==> src/hdl/mlst_pkg.sv <==
package mlst_pkg;

    // Store geometry.
    localparam int NUM_SLOTS  = 10;
    localparam int MAX_SIZE   = 16;
    localparam int DATA_W     = 32;
    localparam int SLOT_IDX_W = (NUM_SLOTS > 1) ? $clog2(NUM_SLOTS) : 1;
    localparam int CNT_W      = $clog2(MAX_SIZE + 1);
    localparam int STORE_D    = NUM_SLOTS * MAX_SIZE;
    localparam int ADDR_W     = (STORE_D > 1) ? $clog2(STORE_D) : 1;

    // Operation codes.
    typedef enum logic [2:0] {
        OP_CREATE = 3'd0,
        OP_APPEND = 3'd1,
        OP_REM_LAST = 3'd2,
        OP_REM_VAL = 3'd3,
        OP_READ = 3'd4
    } t_op;

    // Result status codes.
    typedef enum logic [3:0] {
        STS_OK = 4'd0,
        STS_BAD_SLOT = 4'd1,
        STS_BAD_SIZE = 4'd2,
        STS_EXISTS = 4'd3,
        STS_NO_MEMORY = 4'd4,
        STS_FULL = 4'd5,
        STS_NO_LIST = 4'd6,
        STS_EMPTY = 4'd7,
        STS_NOT_FOUND = 4'd8
    } t_status;

    // What an accepted request turns into after its checks.
    typedef enum logic [1:0] {
        CL_NONE,
        CL_SINGLE,
        CL_SEARCH,
        CL_READ
    } t_class;

    // Controller states.
    typedef enum logic [2:0] {
        S_IDLE,
        S_EVAL,
        S_SEARCH,
        S_SHIFT,
        S_READ
    } t_state;

    typedef struct packed {
        logic [2:0]               op;
        logic [3:0]               slot;
        logic [7:0]               size;
        logic signed [DATA_W-1:0] value;
    } t_item;

    typedef struct packed {
        logic [3:0]               status;
        logic signed [DATA_W-1:0] data_out;
        logic                     has_data;
        logic                     last;
    } t_result;

    // Commands from the controller to the datapath.
    typedef struct packed {
        logic    latch;
        logic    commit;
        logic    init_scan;
        logic    init_shift;
        logic    scan;
        logic    cmp;
        logic    shift;
        logic    emit_elem;
        logic    emit_single;
        t_status emit_code;
        logic    finish_del;
    } t_cmd;

    // Status from the datapath to the controller.
    typedef struct packed {
        t_class  cls;
        t_status eval_code;
        logic    scan_done;
        logic    found;
    } t_stat;

endpackage

==> src/hdl/mlst_ctrl.sv <==
module mlst_ctrl import mlst_pkg::*; (
    input  logic  i_clk,
    input  logic  i_rst_n,
    input  logic  i_start,
    input  t_stat i_stat,
    output logic  o_busy,
    output t_cmd  o_cmd
);

    t_state r_state;
    t_state n_state;

    // State register.
    always_ff @(posedge i_clk) begin
        if (!i_rst_n) begin
            r_state <= S_IDLE;
        end else begin
            r_state <= n_state;
        end
    end

    // Next state.
    always_comb begin
        n_state = r_state;
        unique case (r_state)
            S_IDLE: begin
                if (i_start) n_state = S_EVAL;
            end
            S_EVAL: begin
                unique case (i_stat.cls)
                    CL_SEARCH: n_state = S_SEARCH;
                    CL_READ:   n_state = S_READ;
                    default:   n_state = S_IDLE;
                endcase
            end
            S_SEARCH: begin
                if (i_stat.scan_done) n_state = i_stat.found ? S_SHIFT : S_IDLE;
            end
            S_SHIFT: begin
                if (i_stat.scan_done) n_state = S_IDLE;
            end
            S_READ: begin
                if (i_stat.scan_done) n_state = S_IDLE;
            end
            default: n_state = S_IDLE;
        endcase
    end

    // Commands to the datapath.
    always_comb begin
        o_cmd           = '0;
        o_cmd.emit_code = STS_OK;
        o_busy          = (r_state != S_IDLE);
        unique case (r_state)
            S_IDLE: begin
                o_cmd.latch = i_start;
            end
            S_EVAL: begin
                unique case (i_stat.cls)
                    CL_SINGLE: begin
                        o_cmd.commit      = 1'b1;
                        o_cmd.emit_single = 1'b1;
                        o_cmd.emit_code   = i_stat.eval_code;
                    end
                    CL_SEARCH, CL_READ: begin
                        o_cmd.init_scan = 1'b1;
                    end
                    default: ;
                endcase
            end
            S_SEARCH: begin
                if (i_stat.scan_done) begin
                    if (i_stat.found) begin
                        o_cmd.init_shift = 1'b1;
                    end else begin
                        o_cmd.emit_single = 1'b1;
                        o_cmd.emit_code   = STS_NOT_FOUND;
                    end
                end else begin
                    o_cmd.scan = 1'b1;
                    o_cmd.cmp  = 1'b1;
                end
            end
            S_SHIFT: begin
                if (i_stat.scan_done) begin
                    o_cmd.emit_single = 1'b1;
                    o_cmd.emit_code   = STS_OK;
                    o_cmd.finish_del  = 1'b1;
                end else begin
                    o_cmd.scan  = 1'b1;
                    o_cmd.shift = 1'b1;
                end
            end
            S_READ: begin
                if (!i_stat.scan_done) begin
                    o_cmd.scan      = 1'b1;
                    o_cmd.emit_elem = 1'b1;
                end
            end
            default: ;
        endcase
    end

    // The checks are only ever made on a freshly latched request.
    a_eval_after_idle: assert property (@(posedge i_clk) disable iff (!i_rst_n)
        (r_state == S_EVAL) |-> ($past(r_state) == S_IDLE))
        else $error("check state not entered from idle");

    // The shift runs only after a search that found the value.
    a_shift_after_found: assert property (@(posedge i_clk) disable iff (!i_rst_n)
        (r_state == S_SHIFT) && ($past(r_state) != S_SHIFT) |-> $past(i_stat.found))
        else $error("shift started without a match");

endmodule

==> config.mk <==
export PLATFORM = sky130hd
export DESIGN_NAME = mlst_ctrl
export DESIGN_NICKNAME = d
export VERILOG_FILES = /design/src/hdl/mlst_pkg.sv /design/src/hdl/mlst_ctrl.sv
export SDC_FILE = /design/constraint.sdc
export NUM_CORES = 1
export LEC_CHECK = 0
export ABC_CLOCK_PERIOD_IN_PS = 3730
export BUFFER_PORTS_ARGS = -buffer_cell sky130_fd_sc_hd__buf_4
export CORE_AREA = 2 2 39 41
export CTS_CLUSTER_SIZE = 16
export DETAILED_ROUTE_END_ITERATION = 7
export DIE_AREA = 0 0 41 43
export GPL_TIMING_DRIVEN = 1
export PLACE_DENSITY = 0.66
export SLEW_MARGIN = 40
export SYNTH_ARGS = -nofsm -noshare
export SYNTH_HDL_FRONTEND = slang
export SYNTH_SLANG_ARGS = --single-unit
==> constraint.sdc <==
create_clock -name i_clk -period 3.73 [get_ports i_clk]
set_input_delay 0.746 -clock i_clk [delete_from_list [all_inputs] [get_ports i_clk]]
set_output_delay 0.746 -clock i_clk [all_outputs]
set_load 0.01 [all_outputs]
After elaboration in Yosys (flattened, before gate mapping):

Index checks and enable logic that the tools add are counted.

* bits in registers: 3
* bits in latches: 0
* RAM bits: 0
* bits in read-only memories: 0
* input port bits: 11
* output and inout port bits: 15
* logic and storage cells: 41
* memories kept: 0

* add/subtract/negate cells: 0
* multipliers: 0
* div/mod/pow operators: 0
* order comparisons: 0
* equality and inequality tests: 10
* shifts and indexed selects: 0
* multiplexer cells: 25
* bitwise operators: 0
* reductions and logical operators: 5

Operators by type and width (count)
* 2-to-1 mux 5 bit: 3
* case mux 5 bit (3 select lines): 1
* case mux 3 bit (4 select lines): 1
* 2-to-1 mux 1 bit: 11
* 2-to-1 mux 3 bit: 3
* == test 3 x 2 -> 1 bit (second input constant): 2
* 2-to-1 mux 2 bit: 3
* 2-to-1 mux 6 bit: 1
* case mux 3 bit (2 select lines): 1
* == test 2 bit (second input constant): 2
* inequality test 2 bit (second input constant): 2
* OR reduction 2 bit: 2
* == test 3 x 1 -> 1 bit (second input constant): 1
* == test 3 bit (second input constant): 1
* zero test 3 bit: 1
* AND reduction 3 bit: 1
* nonzero test 3 bit: 1
* == test 2 x 1 -> 1 bit (second input constant): 1
* inequality test 2 x 1 -> 1 bit (second input constant): 1
* case mux 1 bit (2 select lines): 1

Depth between registers and ports, before layout:

Gate-level depths: netlist of the first run.

* word-level depth: 4
* depth in mapped cells: 4
* gate-level depth less buffers: 3

Least setup slack after synthesis of the first run:

OpenSTA, ideal clock, no wires.

* path type: input to output
* start point: input port i_stat[1] in the netlist's numbering
* end point: output port o_cmd[4] in the netlist's numbering
* arrival: 1.440 ns
* required time: 2.984 ns
* slack: 1.544 ns
* stages on the path: 3
* path buffers: 0
* path through: nand2_2 -> or3_2 -> o2bb2ai_1

RTL lines
* start, declared: RTL line mlst_ctrl.sv:5 `input t_stat i_stat,`
* end, declared: RTL line mlst_ctrl.sv:7 `output t_cmd o_cmd`

==> flow_metrics.py, run 1 <==
metrics = {
    "synth": {
        "yosys-top-cells-area": "dfxtp_1 (18%), nand2b_1 (7.6%), nor4b_4 (7.2%)",
        "synthesis.nets": 53,
        "dominantRegCellSynth": "dfxtp_1",
        "ys_seq_area_frac": 0.183,
        "yosysWarnings": 0,
        "ys_seq_elements": 3,
        "ys_async_sr_fraction": 0,
        "synth_edf_count": 0,
        "avgSynthCellArea_um2": 7.83,
        "syn_area_um2": 329,
        "yosysTopAreaCell": "dfxtp_1",
        "synth.top_cell.area_share": 0.183,
        "syn_inst": 42,
        "synth_cell_types": 23,
    },
    "clocking": {
        "cts_buffers": 3,
        "htreeDepth": 1,
        "cts_tree": "done",
        "post_cts_buffers": 0,
        "path_clk_slew_ns": 0.04,
        "cts_root_buffer": "clkbuf_4",
        "cts_resized": 0,
        "cts.path.max_buffers": 2,
        "postCtsHoldBufs": 0,
        "clock_latency_ns": 0.24,
        "cts_sinks": 3,
    },
    "pwr": {
        "irDropWorstVdd_uv": 80.0,
        "clkPwrFrac": 0.439,
        "power.switching_uw": 40.6,
        "power_uw": 137,
        "combinationalPowerShare": 0.284,
        "internal_power_uw": 96.3,
        "swShare": 0.297,
        "p_leak_uw": 0.000253,
        "power-per-cell-area_nw_per_um2": 250,
        "power.share.sequential": 0.277,
    },
    "worst_setup_path": {
        "criticalPathCategory": "primary input to output port",
        "arrival_ns": 1.65,
        "end_kind": "output port",
        "cp.required_ns": 2.98,
        "path_max_fanout": 7,
        "cp-start-kind": "primary input",
    },
    "cells_and_area": {
        "regMostFlops": "r_state",
        "largest_registers": "r_state: 3 flops",
        "largest_reg_flops": 3,
        "antenna_cells": 0,
        "final_common_cell": "buf_4",
        "final_cell_mix": "buf_4 (25), nor2_1 (6), nand2b_1 (4), inv_1 (4)",
        "fin_nets": 81,
        "area_delta_synth_final_pct": 66.5,
        "drive_gt1_frac": 0.493,
    },
    "worst_hold_path": {
        "hp-class": "flop to flop",
    },
    "job": {
        "max_cap_violations": 0,
    },
    "placement": {
        "dp.final_hpwl_um": 696,
        "gp_congestion": 0.772,
        "io_buffers": 25,
    },
    "drt": {
        "drtIter0Drc": 6,
        "vias": 381,
        "ant_nets": 0,
        "drt-wirelength-per-cell_um": 10.7,
        "drc_errors": 0,
        "vias_per_cell": 4.48,
        "drt_wl_total_um": 910,
        "dr.pass1.iters": 3,
    },
    "global_route": {
        "grt_pass1_wl_mm": 1.55,
        "grtUsageTotal": 0.128,
        "antenna_found_initial": 0,
        "grt_pass1_vias": 375,
        "grt_max_degree": 12,
        "grt_overflow": 0,
    },
    "floorplan": {
        "coreArea_um2": 1380,
        "dieArea_um2": 1760,
        "io_pins": 26,
        "die_x_um": 41,
        "fp-row-count": 14,
        "die_y_um": 43,
        "start_util": 0.238,
    },
    "timing": {
        "hold_viol": 0,
        "rsz0062_at_grt": "false",
        "tightest_slew_ns": 0.375,
        "slew_headroom": 0.747,
        "fin_crit_ns": 2.39,
        "fmax_mhz": 418,
        "min_period_over_period": 0.641,
        "tns_ns": 0,
        "finClkSkew_ns": 0.00134,
        "finalSetupViolations": 0,
        "drv_slew": 0,
    },
    "status": {
        "status": "finished clean",
    },
}
## worst paths after layout
check | end | cells after the start | from | slack, ns
max | o_cmd[4] | 5 | i_stat[1] | 1.34
min | r_state[0]$_SDFFE_PN0P_ | 1 | r_state[2]$_SDFFE_PN0P_ | 0.64
max reg2reg | r_state[0]$_SDFFE_PN0P_ | 3 | r_state[1]$_SDFFE_PN0P_ | 2.45
min reg2reg | r_state[0]$_SDFFE_PN0P_ | 1 | r_state[2]$_SDFFE_PN0P_ | 0.64
## routing by layer
metal	vias to the layer above	track usage	routed length [um]
met5	-	0	0
met2	23	0.153	366
met3	2	0.0366	86
met1	155	0.192	439
li1	201	-	-
met4	0	0.0800	19
## per-stage QoR
stage | cell area [um2] | utilization | hold WS [ns] | setup WS (ns) | cells
2_1_floorplan | 329 | - | 0.534 | 1.54 | 42
3_3_place_gp | 522 | 0.377 | 0.652 | 1.35 | 81
3_5_place_dp | 522 | 0.377 | 0.652 | 1.34 | 81
4_1_cts | 548 | 0.396 | 0.649 | 1.30 | 85
5_1_grt | 548 | 0.396 | 0.711 | 1.20 | 85
6_report | 548 | 0.396 | 0.645 | 1.34 | 85
## final cells by class
cell class	count	area [um2]
clock buffers	4	26.3
fillers	154	836
inverters	4	15.0
multi-input cells	33	239
flip-flops and latches	3	60.1
well taps	16	20.0
repair buffers	25	188
## power by group through the flow
stage	Sequential (uW)	Combinational [uW]	Clock, uW
after CTS	38.0	39.4	63.2
after floorplan	35.2	23.3	0
after global placement	38.6	39.0	0
final	37.9	38.9	60.1
after global routing	38.7	42.6	65.5
after detailed placement	38.5	39.1	0
## cell usage after synthesis (all sizes together) (2+ instances only)
| library cell | instances |
|---|---|
| nor2 | 6 |
| inv | 4 |
| nand2b | 4 |
| and2 | 3 |
| dfxtp | 3 |
| nand2 | 3 |
| a21oi | 2 |
| buf | 2 |
| nor4b | 2 |
| or3 | 2 |
## kinds of logic (layout without fill, tap and decap cells)
kind of cell | count (synthesis) | count (layout) | share of synthesized area
multiplexers | 1 | 1 | 0.0304
AO/OA/AOI/OAI | 8 | 8 | 0.209
AND/OR/NAND/NOR | 24 | 24 | 0.487
flip-flops | 3 | 3 | 0.183
buffers and inverters | 6 | 33 | 0.0912
## critical path, stage by stage
cell and delay [ns]:
buf_4 0.12, nand2_2 0.07, or3_2 0.44, o2bb2ai_1 0.13
buf_4 0.13
Note: power is estimated with default switching activity, not from simulation.
==> run 2: changes to the inputs <==
- ABC_CLOCK_PERIOD_IN_PS: 3730 -> 2200
- PLACE_DENSITY: 0.66 -> 0.68
- clock period: 3.73 -> 2.2 ns (I/O delays scaled with it)
==> run 2 against run 1 <==
  * Final area stayed put
  * Combinational power rose by 71%
  * Critical path type is now flop to output port
  * Worst setup slack worse by 1.2 ns
  * Total power up 64%
  * Sequential share of layout area did not move
  * Non-clock buffer count stayed put
  * Worst hold slack lost 0.16 ns
  * Highest routed layer is now met3
  * Cell count is the same
  * Sequential cell count unchanged
  * Clock power increased by 54%
==> flow_metrics.py, run 2 (same netlist as run 1, synthesis figures left out) <==
metrics = {
    "status": {
        "status": "finished clean",
    },
    "pwr": {
        "power.switching_uw": 61.4,
        "power.share.sequential": 0.290,
        "power-per-cell-area_nw_per_um2": 409,
        "swShare": 0.274,
        "combinationalPowerShare": 0.297,
        "p_leak_uw": 0.000253,
        "internal_power_uw": 163,
        "irDropWorstVdd_uv": 138,
        "clkPwrFrac": 0.414,
    },
    "timing": {
        "finalSetupViolations": 0,
        "finClkSkew_ns": 0.00133,
        "drv_slew": 0,
        "tightest_slew_ns": 0.409,
        "hold_viol": 0,
        "slew_headroom": 0.724,
        "fin_crit_ns": 2.05,
        "fmax_mhz": 489,
        "min_period_over_period": 0.930,
        "tns_ns": 0,
        "final.setup.worst_slack_ns": 0.154,
        "rsz0062_at_grt": "false",
    },
    "floorplan": {
        "io_pins": 26,
        "dieArea_um2": 1760,
        "fp-row-count": 14,
        "start_util": 0.238,
        "die_x_um": 41,
        "die_y_um": 43,
        "coreArea_um2": 1380,
    },
    "global_route": {
        "antenna_found_initial": 0,
        "grt_overflow": 0,
        "grt_max_degree": 12,
        "grt_pass1_vias": 375,
        "grt_pass1_wl_mm": 1.59,
        "grtUsageTotal": 0.127,
    },
    "placement": {
        "io_buffers": 25,
        "post-place-cells": 81,
        "gp_congestion": 0.798,
        "dp.final_hpwl_um": 761,
        "dpl_worst_slack_ns": 0.389,
    },
    "cells_and_area": {
        "antenna_cells": 0,
        "final_cell_mix": "buf_4 (25), nor2_1 (6), nand2b_1 (4), inv_1 (4)",
        "finalNonFillerCells": 85,
        "fin_nets": 81,
        "drive_gt1_frac": 0.493,
        "regMostFlops": "r_state",
        "area_delta_synth_final_pct": 66.5,
        "final_common_cell": "buf_4",
        "largest_reg_flops": 3,
        "utilization": 0.396,
        "largest_registers": "r_state: 3 flops",
    },
    "clocking": {
        "cts.path.max_buffers": 2,
        "clock_latency_ns": 0.23,
        "cts_resized": 0,
        "cts_root_buffer": "clkbuf_4",
        "cts_sinks": 3,
        "htreeDepth": 1,
        "path_clk_slew_ns": 0.04,
        "cts_buffers": 3,
        "postCtsHoldBufs": 0,
        "post_cts_buffers": 0,
        "cts_tree": "done",
    },
    "drt": {
        "dr.pass1.iters": 4,
        "drc_errors": 0,
        "drt_wl_total_um": 956,
        "drt-wirelength-per-cell_um": 11.2,
        "vias_per_cell": 4.73,
        "vias": 402,
        "drtIter0Drc": 2,
        "ant_nets": 0,
    },
    "worst_hold_path": {
        "hp-class": "primary input to flop",
    },
    "worst_setup_path": {
        "criticalPathCategory": "flop to output port",
        "arrival_ns": 1.61,
        "cp-start-kind": "flop",
        "cp.required_ns": 1.76,
        "end_kind": "output port",
        "path_max_fanout": 10,
    },
    "job": {
        "max_cap_violations": 0,
    },
}
-- run 2: critical path, cell delays in order (launching register included) --
cell and delay (ns):
dfxtp_1 0.50, nand2b_1 0.19, nor4b_4 0.39, o21bai_1 0.17, buf_4 0.14
-- run 2: worst paths after layout --
check / endpoint / cells past startpoint / start / slack (ns)
max reg2reg: r_state[0]$_SDFFE_PN0P_ / 3 / r_state[1]$_SDFFE_PN0P_ / 0.89
min: r_state[2]$_SDFFE_PN0P_ / 3 / i_stat[6] / 0.48
max: o_cmd[5] / 4 / r_state[0]$_SDFFE_PN0P_ / 0.15
min reg2reg: r_state[0]$_SDFFE_PN0P_ / 1 / r_state[0]$_SDFFE_PN0P_ / 0.67
-- run 2: routing by layer --
layer / global-route usage / share of wire / up-vias
li1: - / - / 201
met1: 0.179 / 0.45 / 175
met2: 0.188 / 0.43 / 26
met3: 0.0262 / 0.12 / 0
met4: 0.0400 / 0 / 0
met5: 0 / 0 / -
-- run 2: final cells by class --
cell class	count	area (um2)
well taps	16	20.0
multi-input cells	33	239
repair buffers	25	188
flip-flops and latches	3	60.1
clock buffers	4	26.3
inverters	4	15.0
fillers	152	836
-- run 2: per-stage QoR --
stage / hold WS [ns] / total power, uW / cell area [um2]
floorplan: 0.534 / 99.1 / 329
global placement: 0.638 / 131 / 522
detailed placement: 0.663 / 132 / 522
CTS: 0.480 / 228 / 548
global route: 0.502 / 243 / 548
finish: 0.481 / 224 / 548
-- run 2: power by group through the flow --
stage          Combinational [uW]  Clock (uW)  Sequential [uW]
2_1_floorplan                39.5           0             59.6
3_3_place_gp                 66.3           0             64.9
3_5_place_dp                 66.8           0             65.6
4_1_cts                      67.1        96.3             64.8
5_1_grt                      73.5         104             65.5
6_report                     66.6        92.7             64.9
